$ cat src/rtl/core/psd_pkg.sv
// Shared constants and types for the point to segment distance block.
`default_nettype none
package psd_pkg;

  localparam int COORD_WIDTH_DEF = 16;
  localparam int FRAC_BITS_DEF   = 8;
  localparam int QUEUE_DEPTH     = 4;
  localparam int QUEUE_PTR_W     = $clog2(QUEUE_DEPTH);
  localparam int QUEUE_CNT_W     = $clog2(QUEUE_DEPTH + 1);

  typedef struct packed {
    logic full;
    logic empty;
  } psd_q_stat_t;

endpackage
`default_nettype wire

$ cat src/rtl/core/psd_queue.sv
// Short first-in first-out queue between the front and back pipelines.
`default_nettype none
module psd_queue #(
  parameter int WIDTH = 8
) (
  input  wire logic             clk,
  input  wire logic             rst_n,
  input  wire logic             push,
  input  wire logic [WIDTH-1:0] push_data,
  input  wire logic             pop,
  output logic [WIDTH-1:0]      pop_data,
  output psd_pkg::psd_q_stat_t  q_stat
);

  logic [WIDTH-1:0]                 mem_r [psd_pkg::QUEUE_DEPTH];
  logic [psd_pkg::QUEUE_PTR_W-1:0]  wr_ptr_r, rd_ptr_r;
  logic [psd_pkg::QUEUE_CNT_W-1:0]  cnt_r;

  assign q_stat.full  = (cnt_r == psd_pkg::QUEUE_CNT_W'(psd_pkg::QUEUE_DEPTH));
  assign q_stat.empty = (cnt_r == '0);
  assign pop_data     = mem_r[rd_ptr_r];

  always_ff @(posedge clk) begin
    if (push) begin
      mem_r[wr_ptr_r] <= push_data;
    end
  end

  always_ff @(posedge clk) begin
    if (!rst_n) begin
      wr_ptr_r <= '0;
      rd_ptr_r <= '0;
      cnt_r    <= '0;
    end else begin
      if (push) begin
        wr_ptr_r <= (wr_ptr_r == psd_pkg::QUEUE_PTR_W'(psd_pkg::QUEUE_DEPTH - 1))
                    ? '0 : wr_ptr_r + 1'b1;
      end
      if (pop) begin
        rd_ptr_r <= (rd_ptr_r == psd_pkg::QUEUE_PTR_W'(psd_pkg::QUEUE_DEPTH - 1))
                    ? '0 : rd_ptr_r + 1'b1;
      end
      if (push && !pop) begin
        cnt_r <= cnt_r + 1'b1;
      end else if (!push && pop) begin
        cnt_r <= cnt_r - 1'b1;
      end
    end
  end

endmodule
`default_nettype wire

$ cat config.mk
export PLATFORM = sky130hd
export DESIGN_NAME = psd_queue
export DESIGN_NICKNAME = d
export VERILOG_FILES = /design/src/rtl/core/psd_pkg.sv /design/src/rtl/core/psd_queue.sv
export SDC_FILE = /design/constraint.sdc
export NUM_CORES = 1
export LEC_CHECK = 0
export ABC_AREA = 1
export BUFFER_PORTS_ARGS = -buffer_cell sky130_fd_sc_hd__buf_2
export CAP_MARGIN = 10
export CORE_ASPECT_RATIO = 0.5
export CORE_UTILIZATION = 60
export DETAILED_ROUTE_END_ITERATION = 10
export PLACE_DENSITY = 0.92
export SETUP_SLACK_MARGIN = 0.05
export SYNTH_ARGS = -nofsm -noshare
export SYNTH_HDL_FRONTEND = slang
export SYNTH_SLANG_ARGS = --single-unit
$ cat constraint.sdc
create_clock -name clk -period 2.75 [get_ports clk]
set_input_delay 0.1375 -clock clk [delete_from_list [all_inputs] [get_ports clk]]
set_output_delay 0.1375 -clock clk [all_outputs]
set_load 0.005 [all_outputs]
==> key figures <==
Clock network
  – Clock Root Buffer: clkbuf_8
  – CTS Hold Buffers Added: 0
  – Worst-path clk slew: 0.07 ns
  – Post-CTS Setup Bufs: 0
  – Clock buffer depth: 2
  – CTS H-tree depth: 2
  – Worst skew pair latency: 0.29 ns
  – Post-CTS sizing: 0
  – # clock sinks: 41
  – TritonCTS buffer count: 5
  – CTS tree: done

Power
  – IR drop worst, VDD: 0.000387 V
  – Comb pwr share: 0.113
  – Leakage: 0.755 nW
  – Clk pwr share: 0.302
  – Net Switching: 0.000307 W
  – PwrDens: 667 nW/um2
  – Pint: 0.000936 W
  – Sequential Power Share: 0.585
  – Sw Ratio: 0.247

Logic synthesis
  – Mapped Nets: 154
  – Warnings from Yosys: 0
  – Top area cells in the synthesized netlist: edfxtp_1 (58%), dfxtp_1 (11%), nor2_1 (5.0%)
  – Sequential-to-total area share from yosys stat: 0.691
  – Synth area leader: edfxtp_1
  – Netlist cell types: 19
  – Netlist Area Pre-Place: 1650 um2
  – Flops & latches, synth: 41
  – Cells after synthesis: 135
  – Share of the synthesized area in the top cell type: 0.582
  – Syn avg cell area: 12.2 um2

Min path
  – Hold crit path type: in -> reg

Global routing
  – Initial antenna violation count: 0
  – Grt ovf: 0
  – Gr usage total: 0.219
  – Vias in the first global route: 981
  – First-pass GRT wire length: 4480 um
  – Largest net degree at the start of global routing: 18

Floorplan
  – Die X: 76.2 um
  – Die ar.: 2980 um2
  – Starting Density: 0.635
  – Core area: 2600 um2
  – # rows: 13
  – DIE HEIGHT: 39.1 um
  – # IOs: 22

Routing
  – Routed WL: 2950 um
  – Detailed Routing Iterations Pass 1: 4
  – Total number of vias: 1,073
  – Post-DR vias/cell: 5.39
  – Post-DRT Antenna Nets: 0
  – Wirelength per Cell: 14.8 um
  – DRC errors left: 0
  – Initial drt markers: 93

Layout
  – P&R area growth vs syn: 12.8%
  – Nets@finish: 180
  – Non-Filler Instances: 199
  – Commonest non-fill, non-tap cells in the layout: edfxtp_1 (32), nor2_1 (22), buf_2 (21), inv_1 (15), o21ai_0 (15)
  – Share of cells above drive strength 1: 0.204
  – # diodes: 0
  – Fillers: 187
  – Commonest non-fill, non-tap cell in the layout: edfxtp_1

Timing
  – Final slew viol count: 0
  – Setup TNS: 0 ns
  – Worst clock skew: 0.00242 ns
  – Slew headroom: 0.665
  – Worst Tran Pin Value: 0.503 ns
  – Final worst-path cycle share: 0.662
  – Tmin final: 1.82 ns
  – Final setup violation count: 0
  – Count of final hold-check violations: 0
  – RSZ-0062 raised after global routing: no
  – Maximum clock frequency: 549 MHz

Worst setup path
  – Worst Path Max Fanout: 17
  – Crit path DAT: 1.68 ns
  – Req. time, crit path: 2.61 ns
  – Startpoint types: register
  – WS Path Type: reg -> out
  – Crit. End Element: output pin

Placement
  – Hpwl dp: 1960 um
  – Routability cong.: 0.755
  – Buffers on Ports: 21
  – Placed cell count: 191

Outcome
  – Status: finished, final reports clean

Job
  – Max_cap viols: 0
==> power by group through the flow <==
stage | sequential, W | combinational, W | clock, W
finish | 0.000727 | 0.000141 | 0.000375
global route | 0.000732 | 0.000161 | 0.000400
CTS | 0.000727 | 0.000141 | 0.000373
detailed placement | 0.000741 | 0.000140 | 0
global placement | 0.000739 | 0.000130 | 0
floorplan | 0.000732 | 0.0000911 | 0
==> registers in the layout, indices dropped and copies added (netlist names), named ones only <==
| register | cells |
|---|---|
| mem_r | 32 |
| cnt_r | 3 |
| rd_ptr_r | 2 |
| wr_ptr_r | 2 |
==> area by class of cell <==
| class | count | area (um2) | area share |
|---|---|---|---|
| Tap cell | 37 | 46.3 | 0.0248 |
| Inverter | 16 | 60.1 | 0.0322 |
| Clock buffer | 6 | 72.6 | 0.0390 |
| Sequential cell | 41 | 1140 | 0.612 |
| Multi-Input combinational cell | 76 | 428 | 0.230 |
| Clock inverter | 2 | 10.0 | 0.00537 |
| Timing Repair Buffer | 21 | 105 | 0.0564 |
==> synthesized netlist by cell type, drive strengths merged <==
master	number
nor3	4
nor2	24
buf	2
edfxtp	32
a21oi	3
nand4	1
ha	6
o22ai	8
nand3	1
dfxtp	9
o21ai	19
fa	1
inv	16
nand2	8
xor2	1
==> final timing paths <==
check                                         startpoint                  endpoint  slack (ns)  cells after the start
worst max-delay path                            register               pop_data[4]        0.93                      4
worst min-delay path                        push_data[4]     mem_r[3][4]$_DFFE_PP_        0.06                      1
worst max register to register  wr_ptr_r[0]$_SDFFE_PN0P_     mem_r[3][2]$_DFFE_PP_        1.42                      3
worst min register to register  wr_ptr_r[1]$_SDFFE_PN0P_  wr_ptr_r[1]$_SDFFE_PN0P_        0.53                      2
==> metal layers <==
metal  up-vias  global-route usage  wire, um
li1        521                   -         -
met1       510               0.236      1240
met2        38               0.409      1510
met3         4              0.0800       167
met4         0               0.101        34
met5         -                   0         0
==> per-stage QoR <==
| stage | area (um2) | setup slack [ns] | total power [W] | util | hold WS [ns] |
|---|---|---|---|---|---|
| floorplan | 1650 | 1.56 | 0.000824 | - | 0.236 |
| global placement | 1780 | 1.38 | 0.000868 | 0.684 | 0.351 |
| detailed placement | 1780 | 1.27 | 0.000880 | 0.684 | 0.354 |
| CTS | 1860 | 0.965 | 0.00124 | 0.716 | 0.0524 |
| global route | 1860 | 0.692 | 0.00129 | 0.716 | 0.0530 |
| finish | 1860 | 0.929 | 0.00124 | 0.716 | 0.0612 |
==> worst max-delay path, stage by stage, from the launching register on <==
cell and delay [ns]:
dfxtp_1 0.64, inv_2 0.25, o21ai_0 0.24, o22ai_1 0.12, buf_2 0.14
==> logic make-up after synthesis <==
kind of cell | after synthesis | share of synthesized area
AO/OA/AOI/OAI | 30 | 0.102
XOR/XNOR | 1 | 0.00530
adder cells (fa/ha/maj) | 7 | 0.0576
buffers and inverters | 18 | 0.0500
flip-flops | 41 | 0.691
AND/OR/NAND/NOR | 38 | 0.0947
Note: power is estimated with default switching activity, not from simulation.
